<file path="src/hdl/aes_pkg.sv">
// Shared types, constants and byte functions for the AES block cipher
`timescale 1ns / 1ps
package aes_pkg;
    localparam int RkDepthDefault = 60;
    localparam logic [2:0] CFG_KEY_LENGTH = 3'd0;
    localparam logic [2:0] CFG_KEY_WORD_0 = 3'd1;
    localparam logic [2:0] CFG_KEY_WORD_1 = 3'd2;
    localparam logic [2:0] CFG_KEY_WORD_2 = 3'd3;
    localparam logic [2:0] CFG_KEY_WORD_3 = 3'd4;
    localparam logic FUNC_ENC = 1'b0;
    localparam logic FUNC_DEC = 1'b1;

    typedef logic [7:0] t_byte;

    function automatic t_byte f_sbox(input t_byte a);
        t_byte t [256];
        t = '{
        8'h63,8'h7c,8'h77,8'h7b,8'hf2,8'h6b,8'h6f,8'hc5,8'h30,8'h01,8'h67,8'h2b,8'hfe,8'hd7,8'hab,8'h76,
        8'hca,8'h82,8'hc9,8'h7d,8'hfa,8'h59,8'h47,8'hf0,8'had,8'hd4,8'ha2,8'haf,8'h9c,8'ha4,8'h72,8'hc0,
        8'hb7,8'hfd,8'h93,8'h26,8'h36,8'h3f,8'hf7,8'hcc,8'h34,8'ha5,8'he5,8'hf1,8'h71,8'hd8,8'h31,8'h15,
        8'h04,8'hc7,8'h23,8'hc3,8'h18,8'h96,8'h05,8'h9a,8'h07,8'h12,8'h80,8'he2,8'heb,8'h27,8'hb2,8'h75,
        8'h09,8'h83,8'h2c,8'h1a,8'h1b,8'h6e,8'h5a,8'ha0,8'h52,8'h3b,8'hd6,8'hb3,8'h29,8'he3,8'h2f,8'h84,
        8'h53,8'hd1,8'h00,8'hed,8'h20,8'hfc,8'hb1,8'h5b,8'h6a,8'hcb,8'hbe,8'h39,8'h4a,8'h4c,8'h58,8'hcf,
        8'hd0,8'hef,8'haa,8'hfb,8'h43,8'h4d,8'h33,8'h85,8'h45,8'hf9,8'h02,8'h7f,8'h50,8'h3c,8'h9f,8'ha8,
        8'h51,8'ha3,8'h40,8'h8f,8'h92,8'h9d,8'h38,8'hf5,8'hbc,8'hb6,8'hda,8'h21,8'h10,8'hff,8'hf3,8'hd2,
        8'hcd,8'h0c,8'h13,8'hec,8'h5f,8'h97,8'h44,8'h17,8'hc4,8'ha7,8'h7e,8'h3d,8'h64,8'h5d,8'h19,8'h73,
        8'h60,8'h81,8'h4f,8'hdc,8'h22,8'h2a,8'h90,8'h88,8'h46,8'hee,8'hb8,8'h14,8'hde,8'h5e,8'h0b,8'hdb,
        8'he0,8'h32,8'h3a,8'h0a,8'h49,8'h06,8'h24,8'h5c,8'hc2,8'hd3,8'hac,8'h62,8'h91,8'h95,8'he4,8'h79,
        8'he7,8'hc8,8'h37,8'h6d,8'h8d,8'hd5,8'h4e,8'ha9,8'h6c,8'h56,8'hf4,8'hea,8'h65,8'h7a,8'hae,8'h08,
        8'hba,8'h78,8'h25,8'h2e,8'h1c,8'ha6,8'hb4,8'hc6,8'he8,8'hdd,8'h74,8'h1f,8'h4b,8'hbd,8'h8b,8'h8a,
        8'h70,8'h3e,8'hb5,8'h66,8'h48,8'h03,8'hf6,8'h0e,8'h61,8'h35,8'h57,8'hb9,8'h86,8'hc1,8'h1d,8'h9e,
        8'he1,8'hf8,8'h98,8'h11,8'h69,8'hd9,8'h8e,8'h94,8'h9b,8'h1e,8'h87,8'he9,8'hce,8'h55,8'h28,8'hdf,
        8'h8c,8'ha1,8'h89,8'h0d,8'hbf,8'he6,8'h42,8'h68,8'h41,8'h99,8'h2d,8'h0f,8'hb0,8'h54,8'hbb,8'h16};
        return t[a];
    endfunction

    function automatic t_byte f_inv_sbox(input t_byte a);
        t_byte t [256];
        t = '{
        8'h52,8'h09,8'h6a,8'hd5,8'h30,8'h36,8'ha5,8'h38,8'hbf,8'h40,8'ha3,8'h9e,8'h81,8'hf3,8'hd7,8'hfb,
        8'h7c,8'he3,8'h39,8'h82,8'h9b,8'h2f,8'hff,8'h87,8'h34,8'h8e,8'h43,8'h44,8'hc4,8'hde,8'he9,8'hcb,
        8'h54,8'h7b,8'h94,8'h32,8'ha6,8'hc2,8'h23,8'h3d,8'hee,8'h4c,8'h95,8'h0b,8'h42,8'hfa,8'hc3,8'h4e,
        8'h08,8'h2e,8'ha1,8'h66,8'h28,8'hd9,8'h24,8'hb2,8'h76,8'h5b,8'ha2,8'h49,8'h6d,8'h8b,8'hd1,8'h25,
        8'h72,8'hf8,8'hf6,8'h64,8'h86,8'h68,8'h98,8'h16,8'hd4,8'ha4,8'h5c,8'hcc,8'h5d,8'h65,8'hb6,8'h92,
        8'h6c,8'h70,8'h48,8'h50,8'hfd,8'hed,8'hb9,8'hda,8'h5e,8'h15,8'h46,8'h57,8'ha7,8'h8d,8'h9d,8'h84,
        8'h90,8'hd8,8'hab,8'h00,8'h8c,8'hbc,8'hd3,8'h0a,8'hf7,8'he4,8'h58,8'h05,8'hb8,8'hb3,8'h45,8'h06,
        8'hd0,8'h2c,8'h1e,8'h8f,8'hca,8'h3f,8'h0f,8'h02,8'hc1,8'haf,8'hbd,8'h03,8'h01,8'h13,8'h8a,8'h6b,
        8'h3a,8'h91,8'h11,8'h41,8'h4f,8'h67,8'hdc,8'hea,8'h97,8'hf2,8'hcf,8'hce,8'hf0,8'hb4,8'he6,8'h73,
        8'h96,8'hac,8'h74,8'h22,8'he7,8'had,8'h35,8'h85,8'he2,8'hf9,8'h37,8'he8,8'h1c,8'h75,8'hdf,8'h6e,
        8'h47,8'hf1,8'h1a,8'h71,8'h1d,8'h29,8'hc5,8'h89,8'h6f,8'hb7,8'h62,8'h0e,8'haa,8'h18,8'hbe,8'h1b,
        8'hfc,8'h56,8'h3e,8'h4b,8'hc6,8'hd2,8'h79,8'h20,8'h9a,8'hdb,8'hc0,8'hfe,8'h78,8'hcd,8'h5a,8'hf4,
        8'h1f,8'hdd,8'ha8,8'h33,8'h88,8'h07,8'hc7,8'h31,8'hb1,8'h12,8'h10,8'h59,8'h27,8'h80,8'hec,8'h5f,
        8'h60,8'h51,8'h7f,8'ha9,8'h19,8'hb5,8'h4a,8'h0d,8'h2d,8'he5,8'h7a,8'h9f,8'h93,8'hc9,8'h9c,8'hef,
        8'ha0,8'he0,8'h3b,8'h4d,8'hae,8'h2a,8'hf5,8'hb0,8'hc8,8'heb,8'hbb,8'h3c,8'h83,8'h53,8'h99,8'h61,
        8'h17,8'h2b,8'h04,8'h7e,8'hba,8'h77,8'hd6,8'h26,8'he1,8'h69,8'h14,8'h63,8'h55,8'h21,8'h0c,8'h7d};
        return t[a];
    endfunction

    function automatic t_byte f_xt(input t_byte b);
        return {b[6:0], 1'b0} ^ (b[7] ? 8'h1b : 8'h00);
    endfunction

    function automatic logic [31:0] f_sub_word(input logic [31:0] w);
        return {f_sbox(w[31:24]), f_sbox(w[23:16]), f_sbox(w[15:8]), f_sbox(w[7:0])};
    endfunction
endpackage

</file>
<file path="src/hdl/aes_key_exp.sv">
// Key expansion sequencer: one round-key word per cycle into the key store
`timescale 1ns / 1ps
module aes_key_exp import aes_pkg::*; #(
    parameter int RK_DEPTH = RkDepthDefault
) (
    input  logic                        i_clk,
    input  logic                        i_rst_n,
    input  logic                        i_go,
    input  logic [1:0]                  i_key_length,
    input  logic [255:0]                i_key,
    input  logic [$clog2(RK_DEPTH)-1:0] i_rd_addr,
    input  logic                        i_rd_oob,
    output logic [31:0]                 o_rd_data,
    output logic                        o_done
);
    localparam int AW = $clog2(RK_DEPTH);

    logic [31:0] r_mem [RK_DEPTH];
    logic [31:0] r_win [8];      // last nk words
    logic [5:0]  r_idx, n_idx;
    logic [2:0]  r_pos;          // i mod nk
    logic [7:0]  r_rc;
    logic        r_busy, r_done, r_oob;
    logic [31:0] r_rd;
    logic [3:0]  nk;
    logic [2:0]  win_last;       // window slot of the newest word
    logic [5:0]  total;
    logic [31:0] prev, t, w_new, w_far;
    logic [1:0]  code;

    assign code     = (i_key_length == 2'd3) ? 2'd2 : i_key_length;
    assign nk       = 4'd4 + {1'b0, code, 1'b0};
    assign win_last = nk[2:0] - 3'd1;
    assign total    = 6'd44 + {1'b0, code, 3'b000};
    assign prev     = r_win[win_last];
    assign w_far    = r_win[0];

    always_comb begin
        t = prev;
        if (r_pos == 3'd0) begin
            t = f_sub_word({prev[23:0], prev[31:24]}) ^ {r_rc, 24'd0};
        end else if (nk == 4'd8 && r_pos == 3'd4) begin
            t = f_sub_word(prev);
        end
        w_new = w_far ^ t;
        n_idx = r_idx + 6'd1;
    end

    always_ff @(posedge i_clk) begin
        if (!i_rst_n) begin
            r_busy <= 1'b0;
            r_done <= 1'b0;
        end else if (i_go) begin
            r_busy <= 1'b1;
            r_done <= 1'b0;
            r_idx  <= 6'd0;
        end else if (r_busy) begin
            r_idx <= n_idx;
            if (n_idx == total) begin
                r_busy <= 1'b0;
                r_done <= 1'b1;
            end
        end
    end

    // shift window; key words first, then derived words
    always_ff @(posedge i_clk) begin
        if (i_go) begin
            for (int k = 0; k < 8; k++) begin
                r_win[k] <= i_key[255 - 32*k -: 32];
            end
            r_pos <= 3'd0;
            r_rc  <= 8'h01;
        end else if (r_busy) begin
            if (r_idx >= {2'b0, nk}) begin
                for (int k = 0; k < 7; k++) begin
                    r_win[k] <= (k[2:0] == win_last) ? w_new : r_win[k+1];
                end
                if (win_last == 3'd7) begin
                    r_win[7] <= w_new;
                end
                r_pos <= (r_pos == nk[2:0] - 3'd1 || (nk == 4'd8 && r_pos == 3'd7))
                         ? 3'd0 : r_pos + 3'd1;
                if (r_pos == 3'd0) begin
                    r_rc <= f_xt(r_rc);
                end
            end
        end
    end

    always_ff @(posedge i_clk) begin
        if (r_busy && r_idx < RK_DEPTH[5:0]) begin
            r_mem[r_idx[AW-1:0]] <= (r_idx < {2'b0, nk}) ? r_win[r_idx[2:0]] : w_new;
        end
        r_rd  <= r_mem[i_rd_addr];
        r_oob <= i_rd_oob;
    end

    assign o_rd_data = r_oob ? 32'd0 : r_rd;
    assign o_done    = r_done;
endmodule

</file>
<file path="config.mk">
export PLATFORM = sky130hd
export DESIGN_NAME = aes_key_exp
export DESIGN_NICKNAME = d
export VERILOG_FILES = /design/src/hdl/aes_pkg.sv /design/src/hdl/aes_key_exp.sv
export SDC_FILE = /design/constraint.sdc
export NUM_CORES = 2
export LEC_CHECK = 0
export BUFFER_PORTS_ARGS = -buffer_cell sky130_fd_sc_hd__clkbuf_2
export CORE_MARGIN = 2
export CORE_UTILIZATION = 49
export DETAILED_ROUTE_END_ITERATION = 16
export PLACE_DENSITY = 0.74
export SYNTH_ARGS = -nofsm -noshare
export SYNTH_HDL_FRONTEND = slang
export SYNTH_SLANG_ARGS = --single-unit
</file>
<file path="constraint.sdc">
create_clock -name i_clk -period 12.2 [get_ports i_clk]
set_input_delay 2.44 -clock i_clk [delete_from_list [all_inputs] [get_ports i_clk]]
set_output_delay 2.44 -clock i_clk [all_outputs]
set_load 0.02 [all_outputs]
</file>
==> impl_metrics.py <==
metrics = {
    "global_route": {
        "grt.busiest_layer": "met2",
        "grt_usage_pct": 36.2,
        "gr-total-overflow": 0,
        "grt_pass1_vias": 71600,
        "grt_use_met1_pct": 46.0,
        "grt_use_met3_pct": 9.31,
        "grt_pass1_wl_mm": 557,
        "grt_max_degree": 158,
        "antenna_found_initial": 29,
        "grt_use_met2_pct": 56.9,
    },
    "setup_path": {
        "cpMostUsedCell": "buf_4",
        "crit_chain": "buf_4 > buf_4 > mux2_2 > mux2_2 > inv_2 > ha_1 > o211ai_1 > a32o_1 > o311ai_0 > a31oi_1 > a21oi_1 > xnor2_1 > nand2_1 > o21ai_4 > buf_4",
        "crit_type": "in2reg",
        "startpoint_type": "primary input",
        "cp.required_ns": 12.75,
        "max_stage_delay_ns": 0.74,
        "crit_slowest_cell": "o311ai_0",
        "worstPathArrival_ns": 9.18,
        "cp_max_fo": 60,
        "crit_path_end_kind": "flip-flop",
    },
    "yosys": {
        "synth_top_area_cell": "edfxtp_1",
        "yosys_warnings": 0,
        "synth_adder_area_share_pct": 0.705,
        "synth_mux_area_share_pct": 16.5,
        "ys_seq_area_share_pct": 63.5,
        "ys_ff_latch": 2231,
        "synthXorXnorAreaFrac_pct": 0.560,
        "synth_top_area_share_pct": 62.5,
        "syn_inst": 6930,
        "syn-cell-area_um2": 105000,
        "synth_nets": 7257,
        "synthArstFlopShare_pct": 0,
        "synth_area_per_cell_um2": 15.1,
        "synth-edff-count": 2182,
        "synth_area_leaders": "edfxtp_1 (63%), mux4_2 (14%), nand2_1 (2.8%)",
        "synth.distinct_cells": 94,
        "synth_top_flop_cell": "edfxtp_1",
        "synth_top_family_by_area": "multiplexers",
        "yosys.area_share.simple_pct": 6.66,
        "synth_compound_area_share_pct": 9.48,
    },
    "timing": {
        "rsz0062_at_grt": "false",
        "fmax_mhz": 116,
        "hold_violations": 0,
        "fin_crit_sh_pct": 70.8,
        "worstMarginPinSlew_ns": 1.40,
        "tns_ns": 0,
        "holdWs_ns": 0.515,
        "slew_viol_final": 0,
        "maxSlewHeadroom_pct": 5.76,
        "finClkSkew_ns": 0.0671,
        "finalSetupViolCount": 0,
        "period_needed_ns": 8.64,
    },
    "placement": {
        "place.gp.congestion": 1.00,
        "dpl.hpwl_mm": 234,
        "io_buffers": 300,
    },
    "die": {
        "fp.dieH_um": 466,
        "start_util_pct": 49.3,
        "row_count": 169,
        "core-area_um2": 212000,
        "fp.dieW_um": 466,
        "die_area_um2": 218000,
        "pin_count": 301,
    },
    "drt": {
        "wl_mm": 399,
        "wire_per_inst_um": 39.5,
        "vias": 73100,
        "vias_per_cell": 7.24,
        "drt_iter0_markers": 11900,
        "ant_nets": 0,
        "dr.pass1.iters": 9,
        "drc_errors": 0,
    },
    "clock_tree": {
        "cts_tree": "done",
        "ctsHoldBuffers": 0,
        "clockBufferDepth": 3,
        "path_clk_slew_ns": 0.06,
        "cts_buffers": 213,
        "clock_sinks": 2231,
        "cts-root-buf": "clkbuf_16",
        "ctsResizeCount": 0,
        "clock_latency_ns": 0.89,
        "post_cts.repair.setup_buffers": 0,
        "cts_max_level": 4,
    },
    "layout": {
        "drive_gt1_share_pct": 24.2,
        "seq_area_um2": 66500,
        "multi_input_area_um2": 36600,
        "fin_nets": 7417,
        "fill_cells": 16200,
        "syn2layout_area_growth_pct": 12.2,
    },
    "status": {
        "status": "completed",
    },
    "flow_run": {
        "cap_viol_max_count": 0,
    },
    "hold_path": {
        "hp-class": "reg2reg",
    },
    "pwr": {
        "p_per_area_nw_per_um2": 187,
        "power.static_leakage_uw": 0.0384,
        "ir_drop_mv": 0.161,
    },
}
-- flip-flops by register name (all words and copies together), names as in the netlist, named ones only --
name    count
r_rd       32
r_rc        8
o_done      1
r_idx       6
r_pos       3
r_busy      1
r_mem    1920
r_oob       1
r_win     256
-- critical path, delay by kind of cell --
family,cells,cell delay [ns]
fa+ha+maj,1,0.62
mux,2,0.95
buf+inv,4,2.16
xor+xnor,1,0.40
simple gates,1,0.23
compound gates,6,2.24
-- cells by family after synthesis --
group,Yosys count
and+or+nand+nor,1611
muxes,873
buffers and inverters,627
xor gates and xnor gates,67
adders and majority gates,59
AOI/OAI and AO/OA,1462
DFF,2231
-- cell type report --
class / count / share of cell area (%)
antenna: 14 / 0.0298
tap: 2821 / 3.00
timing repair buffer: 527 / 2.91
sequential: 2231 / 56.6
clock inverter: 140 / 1.48
clock buffer: 257 / 4.72
multi-input combinational: 4072 / 31.1
inverter: 45 / 0.146
-- layer usage --
metal  vias up  routed length (um)
met1     37100              137000
met3      1318               49600
met5         -                 122
met4        18               26800
li1      28300                   -
met2      6449              185000
-- layout by cell type (no fill, tap or decap), drive strengths merged, types with 20 or more instances in the layout --
| cell type | synthesis | final |
|---|---|---|
| and3 | 35 | 35 |
| mux2 | 77 | 77 |
| buf | 254 | 236 |
| xnor2 | 47 | 47 |
| nor2b | 73 | 73 |
| o221ai | 50 | 50 |
| a211oi | 83 | 83 |
| nor3 | 87 | 87 |
| o211ai | 119 | 119 |
| a311oi | 34 | 34 |
| xor2 | 20 | 20 |
| a211o | 21 | 21 |
| dfxtp | 49 | 49 |
| mux4 | 673 | 673 |
| o21a | 26 | 26 |
| nand2 | 778 | 778 |
| o2111ai | 28 | 28 |
| a31oi | 70 | 70 |
| nand3 | 120 | 120 |
| o32ai | 23 | 23 |
| o21ai | 352 | 352 |
| o22ai | 32 | 32 |
| o31ai | 22 | 22 |
| nand2b | 27 | 27 |
| a221oi | 55 | 55 |
| a21oi | 300 | 300 |
| clkbuf | 328 | 548 |
| nor2 | 389 | 389 |
| bufinv | 0 | 34 |
| nor4 | 23 | 23 |
| edfxtp | 2182 | 2182 |
| a22oi | 29 | 29 |
| mux2i | 123 | 123 |
| o311ai | 35 | 35 |
| inv | 45 | 47 |
| clkinv | 0 | 97 |
| ha | 59 | 59 |
-- synth_stat cells, types with 22 or more instances --
library cell,instances
edfxtp_1,2182
nand2_1,777
mux4_2,673
nor2_1,386
clkbuf_1,328
a21oi_1,295
o21ai_0,236
buf_2,143
nand3_1,120
mux2i_1,119
o211ai_1,119
o21ai_1,104
nor3_1,87
a211oi_1,82
buf_1,80
nor2b_1,73
a31oi_1,70
mux2_2,70
ha_1,59
a221oi_1,55
o221ai_1,50
dfxtp_1,49
xnor2_1,47
and3_1,35
a311oi_1,34
o22ai_1,32
inv_1,30
a22oi_1,28
o2111ai_1,28
nand2b_1,27
o21a_1,26
nor4_1,23
o32ai_1,23
o311ai_0,22
o31ai_1,22
-- through the flow --
stage / cell area, um^2 / worst slack, ns / util, % / power (uW) / std cells
floorplan: 105000 / 1.95 / - / 12800 / 6930
finish: 118000 / 3.56 / 55.4 / 21900 / 10100
global route: 117000 / 3.21 / 55.3 / 22400 / 10100
global placement: 110000 / 2.68 / 51.9 / 14800 / 9691
detailed placement: 110000 / 2.72 / 51.9 / 14800 / 9691
CTS: 117000 / 3.59 / 55.3 / 21700 / 10100
-- where the power goes --
part / total [uW] / internal [uW] / switching (uW) / leakage [uW]
Sequential: 9830 / 9620 / 210 / 0.0203
Combinational: 5120 / 1360 / 3760 / 0.0146
Clock: 6980 / 3970 / 3010 / 0.00352
-- path summary, 6_finish.rpt --
check	from	end	slack, ns	cells after the start
worst max-delay path	i_key_length[0]	r_mem[42][19]	3.56	15
worst min-delay path	r_pos[1]	r_pos[1]	0.52	2
worst max register to register	r_win[3][1]	r_mem[3][6]	5.41	18
worst min register to register	r_pos[1]	r_pos[1]	0.52	2
Power figures use the tool's default switching activity.
